## src/design/assert_macros.svh

```systemverilog
// assertion helpers shared by the rtl files
// each macro expands to a named concurrent assertion, or to nothing when ASSERT_OFF is set
`ifndef ASSERT_MACROS_SVH
`define ASSERT_MACROS_SVH

`ifndef ASSERT_OFF

// condition holds at every clock edge outside reset
`define ASSERT_ALWAYS(lbl, clk, rst_n, cond, msg) \
    lbl: assert property (@(posedge clk) disable iff (!rst_n) (cond)) else $error(msg);

// consequent holds in the same cycle as the antecedent
`define ASSERT_IMPLIES(lbl, clk, rst_n, ante, cons, msg) \
    lbl: assert property (@(posedge clk) disable iff (!rst_n) (ante) |-> (cons)) else $error(msg);

// consequent holds in the cycle after the antecedent
`define ASSERT_NEXT(lbl, clk, rst_n, ante, cons, msg) \
    lbl: assert property (@(posedge clk) disable iff (!rst_n) (ante) |=> (cons)) else $error(msg);

`else

`define ASSERT_ALWAYS(lbl, clk, rst_n, cond, msg)
`define ASSERT_IMPLIES(lbl, clk, rst_n, ante, cons, msg)
`define ASSERT_NEXT(lbl, clk, rst_n, ante, cons, msg)

`endif

`endif

```

## src/design/tilt_pkg.sv

```systemverilog
// ----------------------------------------------------------------------------
// tilt_pkg
// types, constants, microcode program and arctangent table of the tilt block
// ----------------------------------------------------------------------------
`timescale 1ns / 1ps
`default_nettype none

package tilt_pkg;

    // configuration of the algorithm
    localparam int CORDIC_ITERATIONS = 24;
    localparam int SAMPLE_BITS       = 16;

    // field widths
    localparam int IN_W      = 16;
    localparam int ANGLE_W   = 9;
    localparam int ID_W      = 8;

    // fixed-point formats
    localparam int FRAC_BITS = 24;
    localparam int PRESHIFT  = 32 - SAMPLE_BITS;
    localparam int MAG_W     = SAMPLE_BITS;
    localparam int XY_W      = 35;
    localparam int ACC_W     = 33;
    localparam int TAB_W     = 31;
    localparam int TAB_IDX_W = 5;
    localparam int DEG_W     = 7;
    localparam int ITER_W    = $clog2(CORDIC_ITERATIONS);
    localparam int QUAD_W    = 2;

    // largest whole degree within one quadrant
    localparam logic [DEG_W-1:0] DEG_MAX = DEG_W'(89);
    localparam logic signed [ACC_W-1:0] QUARTER_FIXED = ACC_W'(90 * (2 ** FRAC_BITS));

    // sequencer
    localparam int PC_W   = 3;
    localparam int OP_W   = 3;
    localparam int COND_W = 3;

    localparam logic [OP_W-1:0] OP_NOP    = OP_W'(0);
    localparam logic [OP_W-1:0] OP_LOAD   = OP_W'(1);
    localparam logic [OP_W-1:0] OP_ROTATE = OP_W'(2);
    localparam logic [OP_W-1:0] OP_ANGLE  = OP_W'(3);
    localparam logic [OP_W-1:0] OP_EMIT   = OP_W'(4);

    localparam logic [COND_W-1:0] COND_NEVER     = COND_W'(0);
    localparam logic [COND_W-1:0] COND_NO_INPUT  = COND_W'(1);
    localparam logic [COND_W-1:0] COND_ZERO      = COND_W'(2);
    localparam logic [COND_W-1:0] COND_MORE_ITER = COND_W'(3);
    localparam logic [COND_W-1:0] COND_OUT_BUSY  = COND_W'(4);
    localparam logic [COND_W-1:0] COND_ALWAYS    = COND_W'(5);

    localparam logic [PC_W-1:0] PC_IDLE   = PC_W'(0);
    localparam logic [PC_W-1:0] PC_CHECK  = PC_W'(1);
    localparam logic [PC_W-1:0] PC_ROTATE = PC_W'(2);
    localparam logic [PC_W-1:0] PC_ANGLE  = PC_W'(3);
    localparam logic [PC_W-1:0] PC_EMIT   = PC_W'(4);
    localparam logic [PC_W-1:0] PC_WRAP   = PC_W'(5);

    // payload types
    typedef struct packed {
        logic signed [IN_W-1:0] y_sample;
        logic signed [IN_W-1:0] z_sample;
    } t_in_item;

    typedef struct packed {
        logic [ANGLE_W-1:0] angle_deg;
        logic [ID_W-1:0]    sender_id;
    } t_out_item;

    // one control word of the program
    typedef struct packed {
        logic [OP_W-1:0]   op;
        logic [COND_W-1:0] cond;
        logic [PC_W-1:0]   target;
    } t_uword;

    // enables from sequencer to datapath
    typedef struct packed {
        logic load_step;
        logic load;
        logic rotate;
        logic angle;
        logic emit;
    } t_ctrl;

    // flags from datapath to sequencer
    typedef struct packed {
        logic zero;
        logic more_iter;
    } t_status;

    // microcode program: jump to target when cond holds, else step on
    function automatic t_uword ucode(input logic [PC_W-1:0] pc);
        t_uword w;
        case (pc)
            PC_IDLE:   w = '{op: OP_LOAD,   cond: COND_NO_INPUT,  target: PC_IDLE};
            PC_CHECK:  w = '{op: OP_NOP,    cond: COND_ZERO,      target: PC_EMIT};
            PC_ROTATE: w = '{op: OP_ROTATE, cond: COND_MORE_ITER, target: PC_ROTATE};
            PC_ANGLE:  w = '{op: OP_ANGLE,  cond: COND_NEVER,     target: PC_IDLE};
            PC_EMIT:   w = '{op: OP_EMIT,   cond: COND_OUT_BUSY,  target: PC_EMIT};
            PC_WRAP:   w = '{op: OP_NOP,    cond: COND_ALWAYS,    target: PC_IDLE};
            default:   w = '{op: OP_NOP,    cond: COND_ALWAYS,    target: PC_IDLE};
        endcase
        return w;
    endfunction

    // atan(2^-k) in degrees, 24 fractional bits, rounded to nearest
    function automatic logic [TAB_W-1:0] atan_entry(input logic [TAB_IDX_W-1:0] k);
        logic [TAB_W-1:0] v;
        case (k)
            5'd0:    v = TAB_W'(754974720);
            5'd1:    v = TAB_W'(445687602);
            5'd2:    v = TAB_W'(235489088);
            5'd3:    v = TAB_W'(119537938);
            5'd4:    v = TAB_W'(60000934);
            5'd5:    v = TAB_W'(30029717);
            5'd6:    v = TAB_W'(15018523);
            5'd7:    v = TAB_W'(7509720);
            5'd8:    v = TAB_W'(3754917);
            5'd9:    v = TAB_W'(1877466);
            5'd10:   v = TAB_W'(938734);
            5'd11:   v = TAB_W'(469367);
            5'd12:   v = TAB_W'(234684);
            5'd13:   v = TAB_W'(117342);
            5'd14:   v = TAB_W'(58671);
            5'd15:   v = TAB_W'(29335);
            5'd16:   v = TAB_W'(14668);
            5'd17:   v = TAB_W'(7334);
            5'd18:   v = TAB_W'(3667);
            5'd19:   v = TAB_W'(1833);
            5'd20:   v = TAB_W'(917);
            5'd21:   v = TAB_W'(458);
            5'd22:   v = TAB_W'(229);
            5'd23:   v = TAB_W'(115);
            5'd24:   v = TAB_W'(57);
            5'd25:   v = TAB_W'(29);
            5'd26:   v = TAB_W'(14);
            5'd27:   v = TAB_W'(7);
            5'd28:   v = TAB_W'(4);
            5'd29:   v = TAB_W'(2);
            5'd30:   v = TAB_W'(1);
            default: v = TAB_W'(0);
        endcase
        return v;
    endfunction

    // degrees at the start of each quadrant
    function automatic logic [ANGLE_W-1:0] quad_base(input logic [QUAD_W-1:0] q);
        logic [ANGLE_W-1:0] b;
        case (q)
            2'd0:    b = ANGLE_W'(0);
            2'd1:    b = ANGLE_W'(90);
            2'd2:    b = ANGLE_W'(180);
            default: b = ANGLE_W'(270);
        endcase
        return b;
    endfunction

endpackage

`default_nettype wire

```

## src/design/tilt_angle_from_two_axes.sv

```systemverilog
// An item is a signed Y and Z sample; each yields one result with the tilt angle in whole
// degrees (0 to 359) and the source identifier. One item is worked on at a time: the next
// item is accepted only after the result of the last one has been loaded, which waits while
// the output stalls and a result is still held. The work is done by the single shift-add
// cordic unit, which does one rotation per microcode step; when an axis is zero the rotations
// are skipped and the previous angle is repeated. A finished result sits in the output
// register while the next item is accepted and worked on. source_id is written over the
// config channel, which is always ready.
`timescale 1ns / 1ps
`default_nettype none

`include "assert_macros.svh"

module tilt_angle_from_two_axes (
    input  wire logic                     i_clk,
    input  wire logic                     i_rst_n,
    // input items
    input  wire logic                     i_in_valid,
    output logic                          o_in_stall,
    input  wire tilt_pkg::t_in_item       i_in_item,
    // result items
    output logic                          o_out_valid,
    input  wire logic                     i_out_stall,
    output tilt_pkg::t_out_item           o_out_item,
    // configuration write
    input  wire logic                     i_cfg_valid,
    output logic                          o_cfg_ready,
    input  wire logic [tilt_pkg::ID_W-1:0] i_cfg_data
);

    tilt_pkg::t_ctrl                 ctrl;
    tilt_pkg::t_status               status;
    logic [tilt_pkg::ANGLE_W-1:0]    last_angle;
    logic                            out_busy;
    logic                            in_acc;

    logic [tilt_pkg::ID_W-1:0]       r_source_id;
    logic                            r_out_valid;
    tilt_pkg::t_out_item             r_out_item;

    // source identifier register
    assign o_cfg_ready = 1'b1;

    always_ff @(posedge i_clk) begin
        if (!i_rst_n) begin
            r_source_id <= '0;
        end else if (i_cfg_valid && o_cfg_ready) begin
            r_source_id <= i_cfg_data;
        end
    end

    // input side
    assign o_in_stall = !ctrl.load_step;
    assign in_acc     = i_in_valid && !o_in_stall;

    // output register is full and held by the consumer
    assign out_busy = r_out_valid && i_out_stall;

    tilt_sequencer u_seq (
        .i_clk      (i_clk),
        .i_rst_n    (i_rst_n),
        .i_in_valid (i_in_valid),
        .i_out_busy (out_busy),
        .i_status   (status),
        .o_ctrl     (ctrl)
    );

    tilt_datapath u_dp (
        .i_clk        (i_clk),
        .i_rst_n      (i_rst_n),
        .i_ctrl       (ctrl),
        .i_item       (i_in_item),
        .o_status     (status),
        .o_last_angle (last_angle)
    );

    // output register
    always_ff @(posedge i_clk) begin
        if (!i_rst_n) begin
            r_out_valid <= 1'b0;
        end else if (ctrl.emit) begin
            r_out_valid <= 1'b1;
        end else if (!i_out_stall) begin
            r_out_valid <= 1'b0;
        end
    end

    always_ff @(posedge i_clk) begin
        if (ctrl.emit) begin
            r_out_item.angle_deg <= last_angle;
            r_out_item.sender_id <= r_source_id;
        end
    end

    assign o_out_valid = r_out_valid;
    assign o_out_item  = r_out_item;

    // checks
    `ASSERT_IMPLIES(a_angle_range, i_clk, i_rst_n, r_out_valid, r_out_item.angle_deg <= tilt_pkg::ANGLE_W'(359), "angle out of range")
    `ASSERT_NEXT(a_no_emit_after_accept, i_clk, i_rst_n, in_acc, !ctrl.emit, "result loaded right after an item was accepted")
    `ASSERT_IMPLIES(a_no_overwrite, i_clk, i_rst_n, ctrl.emit, !out_busy, "held result overwritten")
    `ASSERT_IMPLIES(a_no_accept_in_emit, i_clk, i_rst_n, ctrl.emit, o_in_stall, "item accepted while a result is loaded")

endmodule

`default_nettype wire

```

## src/design/tilt_sequencer.sv

```systemverilog
// ----------------------------------------------------------------------------
// tilt_sequencer
// step counter over the microcode program, with conditional jumps
// ----------------------------------------------------------------------------
`timescale 1ns / 1ps
`default_nettype none

module tilt_sequencer (
    input  wire logic             i_clk,
    input  wire logic             i_rst_n,
    input  wire logic             i_in_valid,
    input  wire logic             i_out_busy,
    input  wire tilt_pkg::t_status i_status,
    output tilt_pkg::t_ctrl       o_ctrl
);

    logic [tilt_pkg::PC_W-1:0] r_pc;
    logic [tilt_pkg::PC_W-1:0] n_pc;
    tilt_pkg::t_uword          uw;
    logic                      cond_true;

    // fetch the current control word
    assign uw = tilt_pkg::ucode(r_pc);

    // jump condition
    always_comb begin
        case (uw.cond)
            tilt_pkg::COND_NEVER:     cond_true = 1'b0;
            tilt_pkg::COND_NO_INPUT:  cond_true = !i_in_valid;
            tilt_pkg::COND_ZERO:      cond_true = i_status.zero;
            tilt_pkg::COND_MORE_ITER: cond_true = i_status.more_iter;
            tilt_pkg::COND_OUT_BUSY:  cond_true = i_out_busy;
            tilt_pkg::COND_ALWAYS:    cond_true = 1'b1;
            default:                  cond_true = 1'b1;
        endcase
    end

    // next step
    assign n_pc = cond_true ? uw.target : r_pc + tilt_pkg::PC_W'(1);

    always_ff @(posedge i_clk) begin
        if (!i_rst_n) begin
            r_pc <= tilt_pkg::PC_IDLE;
        end else begin
            r_pc <= n_pc;
        end
    end

    // decode the operation into datapath enables
    always_comb begin
        o_ctrl           = '0;
        o_ctrl.load_step = (uw.op == tilt_pkg::OP_LOAD);
        o_ctrl.load      = (uw.op == tilt_pkg::OP_LOAD) && i_in_valid;
        o_ctrl.rotate    = (uw.op == tilt_pkg::OP_ROTATE);
        o_ctrl.angle     = (uw.op == tilt_pkg::OP_ANGLE);
        o_ctrl.emit      = (uw.op == tilt_pkg::OP_EMIT) && !i_out_busy;
    end

endmodule

`default_nettype wire

```

## src/design/tilt_datapath.sv

```systemverilog
// ----------------------------------------------------------------------------
// tilt_datapath
// quadrant set-up, one cordic vectoring rotation per step, angle fix-up
// ----------------------------------------------------------------------------
`timescale 1ns / 1ps
`default_nettype none

module tilt_datapath (
    input  wire logic                            i_clk,
    input  wire logic                            i_rst_n,
    input  wire tilt_pkg::t_ctrl                 i_ctrl,
    input  wire tilt_pkg::t_in_item              i_item,
    output tilt_pkg::t_status                    o_status,
    output logic [tilt_pkg::ANGLE_W-1:0]         o_last_angle
);

    localparam int SB = tilt_pkg::SAMPLE_BITS;

    logic signed [tilt_pkg::XY_W-1:0]   r_x;
    logic signed [tilt_pkg::XY_W-1:0]   r_y;
    logic signed [tilt_pkg::ACC_W-1:0]  r_acc;
    logic [tilt_pkg::ITER_W-1:0]        r_iter;
    logic [tilt_pkg::QUAD_W-1:0]        r_quad;
    logic                               r_zero;
    logic [tilt_pkg::ANGLE_W-1:0]       r_last_angle;

    logic signed [SB-1:0]               y_low;
    logic signed [SB-1:0]               z_low;
    logic [tilt_pkg::MAG_W-1:0]         y_mag;
    logic [tilt_pkg::MAG_W-1:0]         z_mag;
    logic [tilt_pkg::MAG_W-1:0]         num_mag;
    logic [tilt_pkg::MAG_W-1:0]         den_mag;
    logic [tilt_pkg::QUAD_W-1:0]        quad;
    logic [tilt_pkg::TAB_IDX_W-1:0]     k;
    logic signed [tilt_pkg::XY_W-1:0]   dx;
    logic signed [tilt_pkg::XY_W-1:0]   dy;
    logic signed [tilt_pkg::ACC_W-1:0]  tab;
    logic [tilt_pkg::DEG_W-1:0]         deg;

    // sample set-up: low bits, magnitudes and quadrant
    assign y_low = i_item.y_sample[SB-1:0];
    assign z_low = i_item.z_sample[SB-1:0];
    assign y_mag = y_low[SB-1] ? tilt_pkg::MAG_W'(-y_low) : tilt_pkg::MAG_W'(y_low);
    assign z_mag = z_low[SB-1] ? tilt_pkg::MAG_W'(-z_low) : tilt_pkg::MAG_W'(z_low);
    assign quad  = {!y_low[SB-1], (!y_low[SB-1]) ^ (!z_low[SB-1])};
    // odd quadrants take the ratio the other way round
    assign num_mag = quad[0] ? z_mag : y_mag;
    assign den_mag = quad[0] ? y_mag : z_mag;

    // one rotation
    assign k   = tilt_pkg::TAB_IDX_W'(r_iter);
    assign dx  = r_y >>> k;
    assign dy  = r_x >>> k;
    assign tab = signed'(tilt_pkg::ACC_W'(tilt_pkg::atan_entry(k)));

    // saturate to one quadrant and keep whole degrees
    always_comb begin
        if (r_acc[tilt_pkg::ACC_W-1]) begin
            deg = '0;
        end else if (r_acc >= tilt_pkg::QUARTER_FIXED) begin
            deg = tilt_pkg::DEG_MAX;
        end else begin
            deg = r_acc[tilt_pkg::FRAC_BITS +: tilt_pkg::DEG_W];
        end
    end

    // cordic working registers
    always_ff @(posedge i_clk) begin
        if (i_ctrl.load) begin
            r_x    <= signed'(tilt_pkg::XY_W'({den_mag, {tilt_pkg::PRESHIFT{1'b0}}}));
            r_y    <= signed'(tilt_pkg::XY_W'({num_mag, {tilt_pkg::PRESHIFT{1'b0}}}));
            r_acc  <= '0;
            r_quad <= quad;
            r_zero <= (y_low == '0) || (z_low == '0);
        end else if (i_ctrl.rotate) begin
            if (!r_y[tilt_pkg::XY_W-1]) begin
                r_x   <= r_x + dx;
                r_y   <= r_y - dy;
                r_acc <= r_acc + tab;
            end else begin
                r_x   <= r_x - dx;
                r_y   <= r_y + dy;
                r_acc <= r_acc - tab;
            end
        end
    end

    // iteration counter
    always_ff @(posedge i_clk) begin
        if (!i_rst_n) begin
            r_iter <= '0;
        end else if (i_ctrl.load) begin
            r_iter <= '0;
        end else if (i_ctrl.rotate) begin
            r_iter <= r_iter + tilt_pkg::ITER_W'(1);
        end
    end

    // most recent angle, held when an axis is zero
    always_ff @(posedge i_clk) begin
        if (!i_rst_n) begin
            r_last_angle <= '0;
        end else if (i_ctrl.angle) begin
            r_last_angle <= tilt_pkg::quad_base(r_quad) + tilt_pkg::ANGLE_W'(deg);
        end
    end

    assign o_status.zero      = r_zero;
    assign o_status.more_iter = (r_iter != tilt_pkg::ITER_W'(tilt_pkg::CORDIC_ITERATIONS - 1));
    assign o_last_angle       = r_last_angle;

endmodule

`default_nettype wire
```

## config.mk

```make
export PLATFORM = sky130hd
export DESIGN_NAME = tilt_angle_from_two_axes
export DESIGN_NICKNAME = d
export VERILOG_FILES = /design/src/design/tilt_pkg.sv /design/src/design/tilt_angle_from_two_axes.sv /design/src/design/tilt_sequencer.sv /design/src/design/tilt_datapath.sv
export VERILOG_INCLUDE_DIRS = /design/src /design/src/design
export SDC_FILE = /design/constraint.sdc
export NUM_CORES = 1
export LEC_CHECK = 0
export BUFFER_PORTS_ARGS = -buffer_cell sky130_fd_sc_hd__buf_2
export CORE_ASPECT_RATIO = 0.5
export CORE_MARGIN = 5
export CORE_UTILIZATION = 58
export CTS_BUF_LIST = sky130_fd_sc_hd__clkbuf_16
export CTS_CLUSTER_DIAMETER = 40
export DETAILED_ROUTE_END_ITERATION = 6
export MAX_ROUTING_LAYER = met4
export PLACE_DENSITY = 0.8
export SLEW_MARGIN = 5
export SYNTH_ARGS = -nofsm -noshare
export SYNTH_HDL_FRONTEND = slang
export SYNTH_SLANG_ARGS = --single-unit
export TNS_END_PERCENT = 20
```

## constraint.sdc

```tcl
create_clock -name i_clk -period 6.46 [get_ports i_clk]
set_clock_uncertainty 0.05 [all_clocks]
set_input_delay 0.646 -clock i_clk [delete_from_list [all_inputs] [get_ports i_clk]]
set_output_delay 0.646 -clock i_clk [all_outputs]
set_load 0.01 [all_outputs]
```

==> results.md, run 1 <==
* Run status: finished clean
* Clock share of power at 0.126
* Reg power frac at 0.203
* Die W at 274 um
* RSZ-0062 raised after global routing: true
* Fin crit share at 0.950
* Final Slew Violations at 0
* CP Data Arrival Time at 6300 ps
* Synth-to-layout area growth at 8.97%
* Yosys warning total at 0
* P_leak at 9.00 nW
* Seq cells post-synth at 179
* Synth Area per Inst at 8.27 um2
* Crit path from: u_dp.k[0]
* Initial antenna violation count at 0
* Core Rows at 48
* Clk sinks at 179
* Unique masters post-synth at 103
* Via Count at 19900
* Fin. Hold Viols at 0
* Worst path depth at 23
* Root Driver: clkbuf_16
* Chip height at 142 um
* Post-synth top area cell: dfxtp_1
* First-pass GRT wire length at 102 mm
* Commonest cells post-synth: 238 x nor2_1, 222 x nand2_1, 208 x a21oi_1, 171 x o21ai_0, 132 x ha_1
* TritonCTS clock tree: built
* Final Net Count at 2674
* Setup TNS at 0 ps
* Worst setup SP type: flip-flop
* DRT Wirelength at 65.9 mm
* Dpl hpwl at 49.8 mm
* Slowest cell delay on critical path at 560 ps
* I/O pin count at 65
* DP Worst Slack at -31.9 ps
* Synth top area cells: dfxtp_1 13%, mux4_2 8.6%, ha_1 8.2%
* Critical R2R Capture: u_dp.r_y[31]
* Post-synth net total at 2621
* Antenna cells at 0
* Syn Std Cell Area at 0.0202 mm2
* Most frequent cell after synthesis: nor2_1
* Num CTS Buffers at 17
* Max-cap viol count at 0
* CP Capture Type: flip-flop
* P per Cell Area at 397 mW/mm2
* Global Route Usage Sum at 0.337
* Worst Path Required at 6620 ps
* Antenna-violating nets left at 0
* Port buffer count at 63
* Clock transition at path regs at 80 ps
* Starting DRT DRC Count at 2451
* CP top delay family: compound AO/OA/AOI/OAI gates
* Pre-Repair DR Iteration Count at 5
* Core area at 0.0344 mm2
* Setup violators final at 0
* Setup CP Type: flip-flop to flip-flop
* R2r startpoint: u_dp.k[0]
* Layout cell share with drive strength beyond 1 at 0.148
* Reg2Reg Setup Slack at 320 ps
* Post-DR vias/cell at 6.67
* Post-synth EDFFs at 52
* Worst Reg-to-Reg Cells at 23
* Starting Density at 0.587
* P_int at 4.46 mW
* H-tree depth at 4
* Peak supply drop at 0.406 mV
* Die area at 0.0389 mm2
* Synth Instances at 2440
* Worst-Margin Slew at 1310 ps
* Switching share of power at 0.489
* Comb power frac at 0.671
* Cell Chain, Critical Path: buf_12 -> buf_4 -> mux4_2 -> a21oi_1 -> o22ai_1 -> a221oi_2 -> o2111a_1 -> and4_1 -> and3b_1 -> a21oi_1 -> xnor2_1 -> ha_1 -> o2111a_1 -> and3_1 -> nor2_1 -> o31ai_2 -> a2111oi_2 -> o41ai_1 -> buf_4 -> nand3_1 -> nand2_1 -> xor2_1 -> a32o_1
* Crit path max-delay cell type: mux4_2
* DRC Markers at 0
* Routability Congestion at 1.02
* Post-synth ARST share at 0
* Slew margin rel. at 0.118
* Max Freq at 0.163 GHz
* CP bufs+invs at 3
* CTS Buffer Depth at 2
* Seq/Total Area, Yosys at 0.203
* Skew-Pair Late Insertion Delay at 470 ps
* CP Capture Point: u_dp.r_y[31]
* Per-cell routed wire length at 22.1 um
* Post-layout min period at 6140 ps
* Top_reg_cell synth: dfxtp_1
* Grt total ovfl at 0
* Worst hold-check path type: primary input to flip-flop
* Setup WS post-layout at 324 ps
* Largest fanout on the critical path at 31
* NetSw at 4.26 mW
* Vias in the first global route at 18000
* Largest net degree at the start of global routing at 78
* Share of the synthesized area in the top cell type at 0.126
[registers in the layout, summed over array words and instances, names as in the netlist]
| name | flops |
|---|---|
| u_dp.k | 5 |
| u_dp.r_acc | 33 |
| u_dp.tab | 30 |
| u_dp.o_last_angle | 9 |
| o_out_valid | 1 |
| u_dp.r_quad | 2 |
| o_out_item | 17 |
| u_dp.r_zero | 1 |
| r_source_id | 8 |
| u_dp.r_x | 35 |
| u_dp.r_y | 35 |
| u_seq.r_pc | 3 |
[metal layers]
| layer | up-vias | routed length [um] | GRT usage |
|---|---|---|---|
| li1 | 9238 | - | - |
| met1 | 9343 | 27800 | 0.456 |
| met2 | 1111 | 28100 | 0.499 |
| met3 | 179 | 7550 | 0.0836 |
| met4 | 0 | 2440 | 0.111 |
| met5 | - | 0 | - |
[power by group through the flow]
stage	registers (mW)	logic (mW)	clock network, mW
global placement	1.79	5.48	0
floorplan	1.60	4.24	0
global route	1.78	6.33	1.15
finish	1.78	5.85	1.10
CTS	1.77	5.62	1.10
detailed placement	1.80	5.57	0
[tightest hold or removal path: stages]
cell and delay [ps]:
buf_2 70, mux2i_1 60, nor2_1 70
[worst min-delay path by stage]
stage,from,end,depth (start not counted)
after global placement,r_source_id[3],o_out_item[3],0
after global routing,i_cfg_data[3],r_source_id[3],3
after CTS,i_cfg_data[7],r_source_id[7],3
final,i_cfg_data[0],r_source_id[0],3
after floorplan,r_source_id[0],o_out_item[0],0
after detailed placement,r_source_id[3],o_out_item[3],0
[kinds of logic (layout without fill, tap and decap cells)]
group | Yosys count | in the layout | synth area share
other | 1 | 1 | 0.000186
adder cells (fa/ha/maj) | 136 | 136 | 0.0858
AND/OR/NAND/NOR | 757 | 757 | 0.176
XOR/XNOR | 202 | 202 | 0.0876
buffers and inverters | 209 | 275 | 0.0476
flip-flops | 179 | 179 | 0.203
multiplexers | 203 | 203 | 0.161
AO/OA/AOI/OAI | 753 | 753 | 0.239
[per-stage QoR]
| stage | power [mW] | instances | hold slack [ps] | instance area, um2 | utilization |
|---|---|---|---|---|---|
| floorplan | 5.84 | 2440 | 358 | 20200 | - |
| global placement | 7.27 | 2931 | 359 | 21200 | 0.615 |
| CTS | 8.49 | 2963 | 361 | 21800 | 0.632 |
| finish | 8.72 | 2981 | 367 | 22000 | 0.639 |
| detailed placement | 7.36 | 2931 | 367 | 21200 | 0.615 |
| global route | 9.25 | 2981 | 364 | 22000 | 0.639 |
[cell usage in the layout, fill, tap and decap left out, drive strengths merged, types with 20 or more instances in the layout]
cell    count
o31ai      22
inv        76
nand2     223
ha        132
o22ai      44
and2       25
nand2b     29
nor2      239
nand3      76
buf       172
mux2i      85
xor2       89
o21ai     173
o211ai     22
nor2b      20
a21o       65
a21oi     208
a211oi     28
mux4       89
edfxtp     52
o21a       30
mux2       29
nor3       45
dfxtp     127
a31oi      28
xnor2     113
[layout make-up]
class                   instances  area [um2]
clock buffers                  17         425
repair buffers                173        1220
fillers                      3002       12400
inverters                      70         263
clock inverters                15         176
flip-flops and latches        179        4120
well taps                     475         594
multi-input cells            2052       15200
[what timing repair did]
item / in CTS / in global routing
setup buffers: 0 / 18
resized for setup: 1 / 16
endpoints found under the setup margin: 1 / 14
hold buffers: 0 / 0
No activity file was read; power rests on OpenSTA's default activity.
==> inputs of run 2 (changes only) <==
==> constraint.sdc (replaced) <==
create_clock -name i_clk -period 7 [get_ports i_clk]
set_clock_uncertainty 0.05 [all_clocks]
set_input_delay 0.35 -clock i_clk [delete_from_list [all_inputs] [get_ports i_clk]]
set_output_delay 0.35 -clock i_clk [all_outputs]
set_load 0.01 [all_outputs]
==> results.md, run 2 (same netlist as run 1, synthesis figures left out) <==
* Root Driver: clkbuf_16
* Core Rows at 48 (unchanged)
* Cts hold-fix bufs at 0 (unchanged)
* H-tree depth at 4 (unchanged)
* Largest net degree at the start of global routing at 86 (+10%)
* Starting DRT DRC Count at 2681 (+9.4%)
* Finished Layout Cells at 2920 (-2.0%)
* Clk sinks at 179 (unchanged)
* Routability Congestion at 1.04 (+1.9%)
* Setup CP Type: flip-flop to flip-flop
* Final Net Count at 2613 (-2.3%)
* DRC Markers at 2 (+2)
* Die area at 0.0389 mm2 (unchanged)
* Worst hold-check path type: primary input to flip-flop
* Max-cap viol count at 0 (unchanged)
* Commonest non-fill, non-tap cell in the layout: nor2_1
* CP Capture Type: flip-flop
* Chip height at 142 um (unchanged)
* Worst Path Required at 7160 ps (+540 ps)
* TritonCTS clock tree: built
* Fin area at 0.0215 mm2 (-2.3%)
* Total power at 7.95 mW (-8.9%)
* Antenna-violating nets left at 0 (unchanged)
* Biggest regs: u_dp.r_x x35, u_dp.r_y x35, u_dp.r_acc x33
* P_leak at 8.70 nW (-3.3%)
* DP Area at 0.0208 mm2 (-1.7%)
* Initial antenna violation count at 1 (+1)
* Antenna cells at 0 (unchanged)
* Fin. Hold Viols at 0 (unchanged)
* Post-DR vias/cell at 6.74 (+1.1%)
* Fin crit share at 0.934 (-0.0161)
* Pre-Repair DR Iteration Count at 7 (+2)
* CTS Buffer Depth at 2 (unchanged)
* Synth-to-layout area growth at 6.42%
* Reg2Reg Setup Slack at 460 ps (+140 ps)
* P per Cell Area at 370 mW/mm2 (-6.7%)
* First-pass GRT wire length at 102 mm (+0.12%)
* Layout cell share with drive strength beyond 1 at 0.124 (-0.0249)
* Via Count at 19700 (-0.98%)
* Setup TNS at 0 ps (unchanged)
* Vias in the first global route at 18200 (+1.1%)
* Num CTS Buffers at 17 (unchanged)
* I/O pin count at 65 (unchanged)
* CP Data Arrival Time at 6700 ps (+400 ps)
* Die W at 274 um (unchanged)
* DR top layer: met4
* DRT Wirelength at 65.3 mm (-0.85%)
* Most frequent cells in the layout: 237 x nor2_1, 220 x nand2_1, 208 x a21oi_1, 171 x o21ai_0, 132 x ha_1
* Final Slew Violations at 0 (unchanged)
* Worst-Margin Slew at 1250 ps (-64.9 ps)
* Starting Density at 0.587 (unchanged)
* Largest fanout on the critical path at 48 (+55%)
* Grt total ovfl at 0 (unchanged)
* Peak supply drop at 0.359 mV (-12%)
* Post-layout min period at 6540 ps (+400 ps)
* Dpl hpwl at 49.0 mm (-1.7%)
* Run status: finished with violations
* Per-cell routed wire length at 22.4 um (+1.2%)
* Core area at 0.0344 mm2 (unchanged)
* Worst setup SP type: flip-flop
* Clock transition at path regs at 80 ps (about the same)
* Setup violators final at 0 (unchanged)
* Dpl cells at 2886 (-1.5%)
* Failing checks: design-rule violations
* Port buffer count at 63 (unchanged)
* DP Worst Slack at 348 ps (+380 ps)
* Slew margin rel. at 0.162 (+0.0436)
* Metal2 WL at 27.6 mm (-1.8%)
* Max Freq at 0.153 GHz (-6.1%)
* WL met3 at 7.12 mm (-5.8%)
* Skew-Pair Late Insertion Delay at 460 ps (about the same)
* Fillers at 3026 (+0.80%)
* Setup WS post-layout at 464 ps (+140 ps)
* Global Route Usage Sum at 0.338 (+0.000935)
* Metal-1 WL at 27.7 mm (-0.28%)
* RSZ-0062 raised after global routing: false
## run 2: changes by cell type in the layout (fill, tap and decap cells not counted), sizes merged
| cell | before | now |
|---|---|---|
| buf | 172 | 112 |
| clkinv | 9 | 12 |
| inv | 76 | 73 |
| clkbuf | 18 | 17 |
## run 2: power breakdown
part           switching, mW  internal (mW)
Clock                  0.524          0.487
Combinational           3.04           2.22
Sequential             0.382           1.29
## run 2: final timing paths
| path | startpoint | end | depth (start not counted) |
|---|---|---|---|
| worst max-delay path | u_dp.k[1] | u_dp.r_y[31] | 22 |
| worst min-delay path | i_cfg_data[7] | r_source_id[7] | 3 |
| worst max register to register | u_dp.k[1] | u_dp.r_y[31] | 22 |
| worst min register to register | u_dp.o_last_angle[2] | o_out_item[10] | 0 |
## run 2: per-layer routing
metal / global-route usage / vias up
li1: - / 9116
met1: 0.459 / 9310
met2: 0.493 / 1042
met3: 0.0771 / 209
met4: 0.134 / 0
met5: - / -
## run 2: metrics by stage
step | util | hold WS [ps]
finish | 0.624 | 72.3
floorplan | - | 358
global route | 0.624 | 91.6
CTS | 0.622 | 57.3
detailed placement | 0.605 | 365
global placement | 0.605 | 360
## run 2: layout make-up
class	count	area (um2)	area share
tap	475	594	0.0277
sequential	179	4120	0.192
clock inverter	15	183	0.00850
clock buffer	17	425	0.0198
timing repair buffer	112	748	0.0348
inverter	70	263	0.0122
multi-input combinational	2052	15200	0.705
## run 2: timing repair
| item | CTS | global route |
|---|---|---|
| gates resized for setup | 0 | 3 |
| setup buffers | 0 | 2 |
| setup endpoints to repair | 0 | 5 |
## run 2: critical path, cell delays in order (launching register included)
cell and delay, ps:
dfxtp_4 610, buf_12 330, mux4_1 640, mux2i_1 160, mux2i_1 150, a21oi_1 450, nand4b_1 230, nor2_1 320
and3_1 300, nor2_1 80, xnor2_1 150, ha_1 340, o21a_1 190, o2111a_1 220, and3_1 190, nor2_1 90
o31ai_1 500, a2111oi_2 200, o41ai_2 550, nand3_1 140, nand2_1 100, xor2_1 70, a32o_1 210
